File: config.mk
export PLATFORM = sky130hd
export DESIGN_NAME = rgba_pixel_over_compositor
export DESIGN_NICKNAME = d
export VERILOG_FILES = /design/src/sv/rpoc_pkg.sv /design/src/sv/rgba_pixel_over_compositor.sv /design/src/sv/rpoc_mac.sv /design/src/sv/rpoc_div.sv
export SDC_FILE = /design/constraint.sdc
export NUM_CORES = 2
export LEC_CHECK = 0
export BUFFER_PORTS_ARGS = -buffer_cell sky130_fd_sc_hd__buf_2
export CAP_MARGIN = 20
export CORE_MARGIN = 2
export CORE_UTILIZATION = 55
export DETAILED_ROUTE_END_ITERATION = 8
export PLACE_DENSITY = 0.76
export REMOVE_ABC_BUFFERS = 1
export SYNTH_ARGS = -nofsm -noshare
export SYNTH_HDL_FRONTEND = slang
export SYNTH_SLANG_ARGS = --single-unit
File: constraint.sdc
create_clock -name clk -period 11.6 [get_ports clk]
set_input_delay 0.58 -clock clk [delete_from_list [all_inputs] [get_ports clk]]
set_output_delay 0.58 -clock clk [all_outputs]
set_load 0.02 [all_outputs]
File: src/sv/rpoc_pkg.sv
// Types and constants shared by the source-over compositor modules.
// No dependencies.
`default_nettype none

package rpoc_pkg;

	localparam int unsigned CHAN_W         = 8;
	localparam int unsigned PROD_W         = 16;
	localparam int unsigned NUM_W          = 25;
	localparam int unsigned DEN_W          = 16;
	localparam int unsigned COLOURS        = 3;
	localparam int unsigned LANES          = 4;
	localparam int unsigned ALPHA_LANE     = 3;
	localparam int unsigned DIV_STAGES     = 4;
	localparam int unsigned BITS_PER_STAGE = 2;

	localparam logic [7:0] CHAN_MAX = 8'hFF;
	localparam logic [7:0] CHAN_MIN = 8'h00;

	typedef logic [CHAN_W-1:0] chan_t;
	typedef logic [PROD_W-1:0] prod_t;
	typedef logic [NUM_W-1:0]  num_t;
	typedef logic [DEN_W-1:0]  den_t;

	// Travels beside the arithmetic: opaque or transparent source bypasses it.
	typedef struct packed {
		logic  byp;
		chan_t red;
		chan_t green;
		chan_t blue;
		chan_t alpha;
	} side_t;

endpackage

`default_nettype wire

File: src/sv/rgba_pixel_over_compositor.sv
// Throughput: one pixel per cycle while no stall holds the pipeline; 2 multiply
// stages, 4 divider stages (two quotient bits each) and an output register,
// every stage able to hold.
// A stage with no word takes a new one even while the output is stalled.
// Reset (arst_n low, asynchronous) clears the valid bits; data is not reset.
`default_nettype none

module rgba_pixel_over_compositor import rpoc_pkg::*; (
	input  logic  clk,
	input  logic  arst_n,
	input  logic  pix_valid,
	output logic  pix_stall,
	input  chan_t src_red,
	input  chan_t src_green,
	input  chan_t src_blue,
	input  chan_t src_opacity,
	input  chan_t dst_red,
	input  chan_t dst_green,
	input  chan_t dst_blue,
	input  chan_t dst_opacity,
	output logic  res_valid,
	input  logic  res_stall,
	output chan_t out_red,
	output chan_t out_green,
	output chan_t out_blue,
	output chan_t out_opacity
);

	side_t              side_in, mac_side, div_side;
	logic               opaque, clear;
	logic               mac_valid, mac_stall, div_valid, div_stall;
	num_t  [LANES-1:0]  mac_num;
	den_t  [LANES-1:0]  mac_den;
	chan_t [LANES-1:0]  div_quo;
	logic               valid_s7, hold_s7;
	chan_t              red_s7, green_s7, blue_s7, alpha_s7;

	assign opaque = (src_opacity == CHAN_MAX);
	assign clear  = (src_opacity == CHAN_MIN);

	always_comb begin
		side_in.byp   = opaque || clear;
		side_in.red   = opaque ? src_red     : dst_red;
		side_in.green = opaque ? src_green   : dst_green;
		side_in.blue  = opaque ? src_blue    : dst_blue;
		side_in.alpha = opaque ? src_opacity : dst_opacity;
	end

	rpoc_mac u_mac (
		.clk      (clk),
		.arst_n   (arst_n),
		.up_valid (pix_valid),
		.up_stall (pix_stall),
		.src_col  ({src_blue, src_green, src_red}),
		.dst_col  ({dst_blue, dst_green, dst_red}),
		.src_a    (src_opacity),
		.dst_a    (dst_opacity),
		.side_in  (side_in),
		.dn_valid (mac_valid),
		.dn_stall (mac_stall),
		.num      (mac_num),
		.den      (mac_den),
		.side_out (mac_side)
	);

	rpoc_div u_div (
		.clk      (clk),
		.arst_n   (arst_n),
		.up_valid (mac_valid),
		.up_stall (mac_stall),
		.num      (mac_num),
		.den      (mac_den),
		.side_in  (mac_side),
		.dn_valid (div_valid),
		.dn_stall (div_stall),
		.quo      (div_quo),
		.side_out (div_side)
	);

	assign hold_s7   = valid_s7 && res_stall;
	assign div_stall = hold_s7;

	always_ff @(posedge clk or negedge arst_n) begin
		if (!arst_n)
			valid_s7 <= 1'b0;
		else if (!hold_s7)
			valid_s7 <= div_valid;
	end

	always_ff @(posedge clk) begin
		if (!hold_s7 && div_valid) begin
			red_s7   <= div_side.byp ? div_side.red   : div_quo[0];
			green_s7 <= div_side.byp ? div_side.green : div_quo[1];
			blue_s7  <= div_side.byp ? div_side.blue  : div_quo[2];
			alpha_s7 <= div_side.byp ? div_side.alpha : div_quo[ALPHA_LANE];
		end
	end

	assign res_valid   = valid_s7;
	assign out_red     = red_s7;
	assign out_green   = green_s7;
	assign out_blue    = blue_s7;
	assign out_opacity = alpha_s7;

endmodule

`default_nettype wire

File: src/sv/rpoc_mac.sv
// Multiply stages of the compositor: products, then numerators and denominator.
// Depends on rpoc_pkg.
`default_nettype none

module rpoc_mac import rpoc_pkg::*; (
	input  logic                    clk,
	input  logic                    arst_n,
	input  logic                    up_valid,
	output logic                    up_stall,
	input  chan_t [COLOURS-1:0]     src_col,
	input  chan_t [COLOURS-1:0]     dst_col,
	input  chan_t                   src_a,
	input  chan_t                   dst_a,
	input  side_t                   side_in,
	output logic                    dn_valid,
	input  logic                    dn_stall,
	output num_t  [LANES-1:0]       num,
	output den_t  [LANES-1:0]       den,
	output side_t                   side_out
);

	logic                 valid_s1, valid_s2;
	logic                 hold_s1, hold_s2;
	prod_t [COLOURS-1:0]  psrc_s1, pdst_s1;
	prod_t                dai_s1;
	chan_t                sa_s1, inv_s1;
	side_t                side_s1, side_s2;
	num_t  [LANES-1:0]    num_s2;
	den_t  [LANES-1:0]    den_s2;
	chan_t                inv;
	num_t  [LANES-1:0]    num_nx;
	den_t                 den_nx;

	assign hold_s2  = valid_s2 && dn_stall;
	assign hold_s1  = valid_s1 && hold_s2;
	assign up_stall = hold_s1;
	assign inv      = CHAN_MAX - src_a;

	always_ff @(posedge clk or negedge arst_n) begin
		if (!arst_n) begin
			valid_s1 <= 1'b0;
			valid_s2 <= 1'b0;
		end else begin
			if (!hold_s1)
				valid_s1 <= up_valid;
			if (!hold_s2)
				valid_s2 <= valid_s1;
		end
	end

	always_ff @(posedge clk) begin
		if (!hold_s1 && up_valid) begin
			for (int c = 0; c < COLOURS; c++) begin
				psrc_s1[c] <= PROD_W'(src_col[c]) * PROD_W'(src_a);
				pdst_s1[c] <= PROD_W'(dst_col[c]) * PROD_W'(dst_a);
			end
			dai_s1  <= PROD_W'(dst_a) * PROD_W'(inv);
			sa_s1   <= src_a;
			inv_s1  <= inv;
			side_s1 <= side_in;
		end
	end

	// D = 255*sa + da*(255-sa); colour numerator = sc*sa*255 + dc*da*(255-sa)
	always_comb begin
		den_nx = DEN_W'({sa_s1, 8'h00}) - DEN_W'(sa_s1) + DEN_W'(dai_s1);
		for (int c = 0; c < COLOURS; c++)
			num_nx[c] = NUM_W'({psrc_s1[c], 8'h00}) - NUM_W'(psrc_s1[c])
				+ NUM_W'(pdst_s1[c]) * NUM_W'(inv_s1);
		num_nx[ALPHA_LANE] = NUM_W'(den_nx);
	end

	always_ff @(posedge clk) begin
		if (!hold_s2 && valid_s1) begin
			for (int l = 0; l < LANES; l++) begin
				num_s2[l] <= num_nx[l];
				den_s2[l] <= (l == ALPHA_LANE) ? DEN_W'(CHAN_MAX) : den_nx;
			end
			side_s2 <= side_s1;
		end
	end

	assign dn_valid = valid_s2;
	assign num      = num_s2;
	assign den      = den_s2;
	assign side_out = side_s2;

endmodule

`default_nettype wire

File: src/sv/rpoc_div.sv
// Pipelined restoring divider, four lanes, two quotient bits per stage.
// Depends on rpoc_pkg.
`default_nettype none

module rpoc_div import rpoc_pkg::*; (
	input  logic                clk,
	input  logic                arst_n,
	input  logic                up_valid,
	output logic                up_stall,
	input  num_t  [LANES-1:0]   num,
	input  den_t  [LANES-1:0]   den,
	input  side_t               side_in,
	output logic                dn_valid,
	input  logic                dn_stall,
	output chan_t [LANES-1:0]   quo,
	output side_t               side_out
);

	logic [DIV_STAGES-1:0]  valid_s;
	logic [DIV_STAGES-1:0]  hold;
	logic [DIV_STAGES-1:0]  valid_in;
	num_t  [LANES-1:0]      rem_s   [DIV_STAGES];
	den_t  [LANES-1:0]      den_s   [DIV_STAGES];
	chan_t [LANES-1:0]      quo_s   [DIV_STAGES];
	side_t                  side_s  [DIV_STAGES];
	num_t  [LANES-1:0]      rem_in  [DIV_STAGES];
	den_t  [LANES-1:0]      den_in  [DIV_STAGES];
	chan_t [LANES-1:0]      quo_in  [DIV_STAGES];
	side_t                  side_in_s [DIV_STAGES];
	num_t  [LANES-1:0]      rem_nx  [DIV_STAGES];
	chan_t [LANES-1:0]      quo_nx  [DIV_STAGES];

	always_comb begin
		hold[DIV_STAGES-1] = valid_s[DIV_STAGES-1] && dn_stall;
		for (int k = DIV_STAGES - 2; k >= 0; k--)
			hold[k] = valid_s[k] && hold[k+1];
	end

	assign up_stall = hold[0];

	always_comb begin
		for (int k = 0; k < DIV_STAGES; k++) begin
			if (k == 0) begin
				valid_in[k]  = up_valid;
				rem_in[k]    = num;
				den_in[k]    = den;
				quo_in[k]    = '0;
				side_in_s[k] = side_in;
			end else begin
				valid_in[k]  = valid_s[k-1];
				rem_in[k]    = rem_s[k-1];
				den_in[k]    = den_s[k-1];
				quo_in[k]    = quo_s[k-1];
				side_in_s[k] = side_s[k-1];
			end
		end
	end

	// Quotient bits shift in at the bottom, most significant first.
	always_comb begin
		num_t  r;
		num_t  t;
		chan_t q;
		int    sh;
		for (int k = 0; k < DIV_STAGES; k++) begin
			for (int l = 0; l < LANES; l++) begin
				r = rem_in[k][l];
				q = quo_in[k][l];
				for (int b = 0; b < BITS_PER_STAGE; b++) begin
					sh = CHAN_W - 1 - k * BITS_PER_STAGE - b;
					t  = NUM_W'(den_in[k][l]) << sh;
					q  = {q[CHAN_W-2:0], 1'b0};
					if (r >= t) begin
						r    = r - t;
						q[0] = 1'b1;
					end
				end
				rem_nx[k][l] = r;
				quo_nx[k][l] = q;
			end
		end
	end

	always_ff @(posedge clk or negedge arst_n) begin
		if (!arst_n) begin
			valid_s <= '0;
		end else begin
			for (int k = 0; k < DIV_STAGES; k++)
				if (!hold[k])
					valid_s[k] <= valid_in[k];
		end
	end

	always_ff @(posedge clk) begin
		for (int k = 0; k < DIV_STAGES; k++) begin
			if (!hold[k] && valid_in[k]) begin
				rem_s[k]  <= rem_nx[k];
				den_s[k]  <= den_in[k];
				quo_s[k]  <= quo_nx[k];
				side_s[k] <= side_in_s[k];
			end
		end
	end

	assign dn_valid = valid_s[DIV_STAGES-1];
	assign quo      = quo_s[DIV_STAGES-1];
	assign side_out = side_s[DIV_STAGES-1];

endmodule

`default_nettype wire

# Word level (Yosys, flattened, before mapping)
# Memories as Yosys holds them, arrays and structs flattened.
# Index checks and enable logic that the tools add are counted.
[word_totals]
elab_cells = 225
regBits = 324
input_bits = 68
mem_bits_rw = 916
output_inout_bits = 34
mem_count = 4
[memory_table]
columns = ["name", "depth", "width", "read_ports", "rd_ports_with_merged_regs", "write_ports", "line_no", "rtl"]
rows = [
  ["u_div.rem_s", 4, 100, 3, 0, 4, "rpoc_div.sv:22", "num_t [LANES-1:0] rem_s [DIV_STAGES];"],
  ["u_div.den_s", 4, 64, 3, 0, 4, "rpoc_div.sv:23", "den_t [LANES-1:0] den_s [DIV_STAGES];"],
  ["u_div.side_s", 4, 33, 4, 0, 4, "rpoc_div.sv:25", "side_t side_s [DIV_STAGES];"],
  ["u_div.quo_s", 4, 32, 4, 0, 4, "rpoc_div.sv:24", "chan_t [LANES-1:0] quo_s [DIV_STAGES];"],
]
[classes]
n_reduce_logical = 23
magnitude_cmp = 32
addsub = 41
n_mul = 10
eq_ne = 1
mux = 80
[op_table]
columns = ["op", "count"]
rows = [
  ["25-bit two-way mux", 32],
  ["8-bit by 8-bit multiplier with 16-bit output", 7],
  ["25-bit by 16-bit >= comparator with 1-bit output", 4],
  ["25-bit by 17-bit >= comparator with 1-bit output", 4],
  ["25-bit by 18-bit >= comparator with 1-bit output", 4],
  ["25-bit by 19-bit >= comparator with 1-bit output", 4],
  ["25-bit by 20-bit >= comparator with 1-bit output", 4],
  ["25-bit by 21-bit >= comparator with 1-bit output", 4],
  ["25-bit by 16-bit subtractor with 25-bit output", 4],
  ["25-bit by 17-bit subtractor with 25-bit output", 4],
  ["25-bit by 18-bit subtractor with 25-bit output", 4],
  ["25-bit by 19-bit subtractor with 25-bit output", 4],
  ["25-bit by 20-bit subtractor with 25-bit output", 4],
  ["25-bit by 21-bit subtractor with 25-bit output", 4],
  ["25-bit by 24-bit adder with 25-bit output", 3],
  ["25-bit by 22-bit >= comparator with 1-bit output", 3],
  ["25-bit by 23-bit >= comparator with 1-bit output", 3],
  ["24-bit by 16-bit subtractor with 25-bit output", 3],
  ["25-bit by 22-bit subtractor with 25-bit output", 3],
  ["25-bit by 23-bit subtractor with 25-bit output", 3],
  ["16-bit by 8-bit multiplier with 24-bit output", 3],
  ["8-bit two-way mux", 8],
  ["1-bit two-way mux", 40],
  ["25-bit by 14-bit >= comparator with 1-bit output (second input constant)", 1],
  ["other kinds (11)", 30],
]

# Longest topological paths before layout
[logic_depth]
depth_word = 9
mapped_depth = 29
mapped_depth_nobuf = 25

# By module
# From an unflattened synthesis, not the netlist that was laid out.
[unflattened]
cells_unflattened = 9265
area_unflattened_um2 = 93249.4
[modules_own_cells]
columns = ["mod", "area_each_um2", "instances", "seq_area_each_um2", "cells_each"]
rows = [
  ["rpoc_div", 51931.1, 1, 21240.4, 5208],
  ["rpoc_mac", 39540.4, 1, 8608.3, 3944],
  ["rgba_pixel_over_compositor", 1778.0, 1, 985.9, 113],
]

# Worst setup path before layout
# No wires, ideal clock.
[synth_path]
kind = "input to register"
from = "input port res_stall"
to = "memory u_div.den_s[1][31] in the netlist's numbering, enable pin"
t_arrival_ns = 7.879
cell_stages = 3
t_required_ns = 10.897
setup_time_ns = 0.703
n_path_buf = 0
slack_ns = 3.018
cell_sequence = "nand4_1 nor2_1 nor2b_1"
[synth_rtl]
columns = ["element", "line_no", "rtl"]
rows = [
  ["from (decl)", "rgba_pixel_over_compositor.sv:22", "input logic res_stall,"],
  ["to (decl)", "rpoc_div.sv:23", ""],
]

==> impl_metrics.json <==
{
  "ff2ff_setup_slack_ns": 3.57,
  "critPathLaunchType": "flop",
  "ios": 102,
  "gp_congestion": 0.951,
  "drv_slew": 0,
  "setup-tns-final_ns": 0,
  "syn_area_per_cell_um2": 9.89,
  "final_util": 0.592,
  "avgRoutedWirePerCell_um": 19.8,
  "hpwl_mm": 162,
  "fp-row-count": 143,
  "maxCapViolations": 0,
  "grt_pass1_wl_mm": 334,
  "crit_arrival_ns": 8.48,
  "syn_area_mm2": 0.0836,
  "io_buffers": 101,
  "cts_setup_buffers": 0,
  "die_width_um": 394,
  "ys_seq_area_frac": 0.313,
  "clk_latency_ns": 0.73,
  "slowest_stage": "and2_0",
  "final-setup-viol-count": 0,
  "die_h_um": 394,
  "holdWs_ns": 0.0784,
  "multi_input_area_mm2": 0.0525,
  "hold_path.class": "input port to flop",
  "fmax_mhz": 125,
  "grt_use_total": 0.270,
  "grt_start_max_net_pins": 84,
  "holdPathEnd": "u_mac.valid_s1$_DFFE_PN0N_",
  "ant_nets": 0,
  "cts_root_buf": "clkbuf_16",
  "crit_chain": "buf_4, ha_1, inv_1, fa_1, a21o_1, a31o_2, a21oi_1, a211oi_1, o21bai_1, and2_0, inv_2, a21oi_1, ha_1, a21o_1, a21o_1, a311oi_1, a21o_1, o21ai_0, o211ai_1, and3_1, and2_1, mux2_1",
  "max_stage_delay_ns": 0.84,
  "drt_iter0_drc": 5571,
  "status": "finished clean",
  "area_growth_pct": 7.23,
  "core_area_mm2": 0.151,
  "drc": 0,
  "cts_tree": "built",
  "vias": 61875,
  "synth_edf_count": 865,
  "critPathRequiredTime_ns": 12.05,
  "ff2ff_path_depth": 22,
  "clk_path_buf_depth": 3,
  "worst_slew_pin_slew_ns": 1.13,
  "first_pass_iters": 8,
  "min_period_ns": 8.03,
  "first_global_vias": 61272,
  "synth_flop_cell": "edfxtp_1",
  "rr_endpoint": "u_div.rem_s[1][39]$_DFFE_PP_",
  "vias_per_cell": 5.84,
  "antenna_found_initial": 8,
  "clk_pin_slew_ns": 0.06,
  "worstSetupPathType": "flop to flop",
  "regArea_mm2": 0.0262,
  "rsz0062_at_grt": "no",
  "synthArstFlopShare": 0.00803,
  "finalWirelength_mm": 210,
  "ys_types": 103,
  "min_from": "pix_valid",
  "crit_path_frequent_cell": "a21o_1",
  "overflow": 0,
  "crit_fanout": 17,
  "nNetsFinal": 10020,
  "cts.sink_count": 872,
  "synth-seq-cells": 872,
  "synth_warnings": 0,
  "end_kind": "flop",
  "post_cts_resized": 0,
  "clock_skew_ns": 0.0507,
  "finalHoldViolCount": 0,
  "hold_buffers": 1,
  "r2r_start": "u_div.rem_s[0][75]$_DFFE_PP_",
  "cts_made_buffers": 97,
  "slew_headroom": 0.239,
  "holdPathStages": 2,
  "drive_gt1_frac": 0.0619,
  "initial_utilization": 0.552,
  "cts_max_level": 3,
  "nFillCells": 12742,
  "synthCells": 8446,
  "fin_crit_sh": 0.692,
  "die_area_mm2": 0.155
}
[per-layer routing]
layer,up-vias,wire (um),GRT usage,share of wire
li1,29291,-,-,-
met1,30106,93600,0.377,0.44
met2,2125,95900,0.432,0.46
met3,353,12900,0.0303,0.061
met4,0,7990,0.105,0.038
met5,-,0,0,0
[cell usage in the layout, fill, tap and decap left out, types with 50 or more instances in the layout]
cell and instances:
nand2b_1 79, o21ai_0 288, inv_1 1073, xor2_1 139, nand4_1 87, a21o_1 167, o21bai_1 54, mux2_1 57
o21ai_1 50, nor3_1 171, clkbuf_16 98, edfxtp_1 865, ha_1 852, nand3_1 123, mux2_2 119, xnor2_1 385
buf_2 101, fa_1 616, nand2_1 877, buf_4 60, nor2b_1 115, a21oi_1 412, o21a_1 71, and2_1 415
nor2_1 386
[final cells by class]
class | instances | area share
clock inverter | 63 | 0.00877
multi-input combinational | 6261 | 0.586
clock buffer | 115 | 0.0281
antenna | 4 | 0.000112
tap | 2030 | 0.0283
inverter | 1087 | 0.0455
timing repair buffer | 165 | 0.0115
sequential | 872 | 0.292
[metrics by stage]
stage	cell area [um^2]	instances	setup WS (ns)
3_5_place_dp	86200	10411	3.67
6_report	89600	10597	3.57
2_1_floorplan	82700	8220	3.02
5_1_grt	89600	10594	3.03
4_1_cts	89500	10590	3.64
3_3_place_gp	86200	10411	3.82
[critical path, delay by kind of cell (launching register included)]
kind,cells,cell delay [ns]
compound gates,12,3.46
flops,1,0.32
buf+inv,3,0.59
fa+ha+maj,3,0.92
mux,1,0.40
simple gates,3,2.07
[worst max-delay path by stage]
stage	startpoint	to	slack, ns
after floorplan	res_stall	u_div.den_s[1][31]$_DFFE_PP_	3.02
after global placement	u_div.rem_s[0][75]$_DFFE_PP_	u_div.rem_s[1][30]$_DFFE_PP_	3.82
after detailed placement	u_div.rem_s[0][75]$_DFFE_PP_	u_div.rem_s[1][39]$_DFFE_PP_	3.67
after CTS	u_div.rem_s[0][75]$_DFFE_PP_	u_div.rem_s[1][39]$_DFFE_PP_	3.64
after global routing	u_div.rem_s[0][75]$_DFFE_PP_	u_div.rem_s[1][39]$_DFFE_PP_	3.03
final	u_div.rem_s[0][75]$_DFFE_PP_	u_div.rem_s[1][39]$_DFFE_PP_	3.57
[registers in the layout (all words and copies together), names as in the netlist, 16 cells and up]
signal,flops
u_div.rem_s,300
u_div.side_s,132
u_div.quo_s,80
u_mac.num,75
u_mac.pdst_s1,48
u_mac.psrc_s1,48
u_div.den_s,36
u_mac.side_out,33
u_mac.side_s1,33
u_mac.dai_s1,16
u_mac.den,16
[Yosys cell counts, types with 16 or more instances]
cell type  number  area share
inv_1        1073       0.048
nand2_1       877       0.039
edfxtp_1      865        0.31
ha_1          852        0.13
fa_1          616        0.15
and2_1        420       0.031
a21oi_1       412       0.025
nor2_1        387       0.017
xnor2_1       385       0.040
o21ai_0       288       0.017
clkbuf_1      192      0.0086
nor3_1        171       0.010
a21o_1        167       0.015
xor2_1        139       0.015
nand3_1       123      0.0074
mux2_2        119       0.016
nor2b_1       116      0.0087
nand4_1        87      0.0065
nand2b_1       79      0.0059
o21a_1         71      0.0064
mux2_1         57      0.0077
o21bai_1       54      0.0049
nor4_1         50      0.0037
o21ai_1        50      0.0030
o31ai_1        49      0.0044
a211oi_1       45      0.0040
and3_1         44      0.0033
or3_1          44      0.0033
o211ai_1       42      0.0038
a31oi_1        41      0.0031
a21boi_0       39      0.0035
or2_2          35      0.0026
mux2i_1        34      0.0041
or4_1          27      0.0024
a211o_1        20      0.0021
and4_1         20      0.0021
a2111oi_0      19      0.0020
a31o_2         18      0.0019
nand3b_1       16      0.0014
[cell families after synthesis]
kind of cell / after synthesis / synth area share
flip-flops: 872 / 0.313
AND/OR/NAND/NOR: 2558 / 0.153
XOR/XNOR: 524 / 0.0549
multiplexers: 215 / 0.0287
buffers and inverters: 1313 / 0.0596
AO/OA/AOI/OAI: 1496 / 0.116
adder cells (fa/ha/maj): 1468 / 0.275
Power is left out: the tool's default activity adds up to more than one toggle a clock period on the data nets, which glitch-free logic cannot reach.
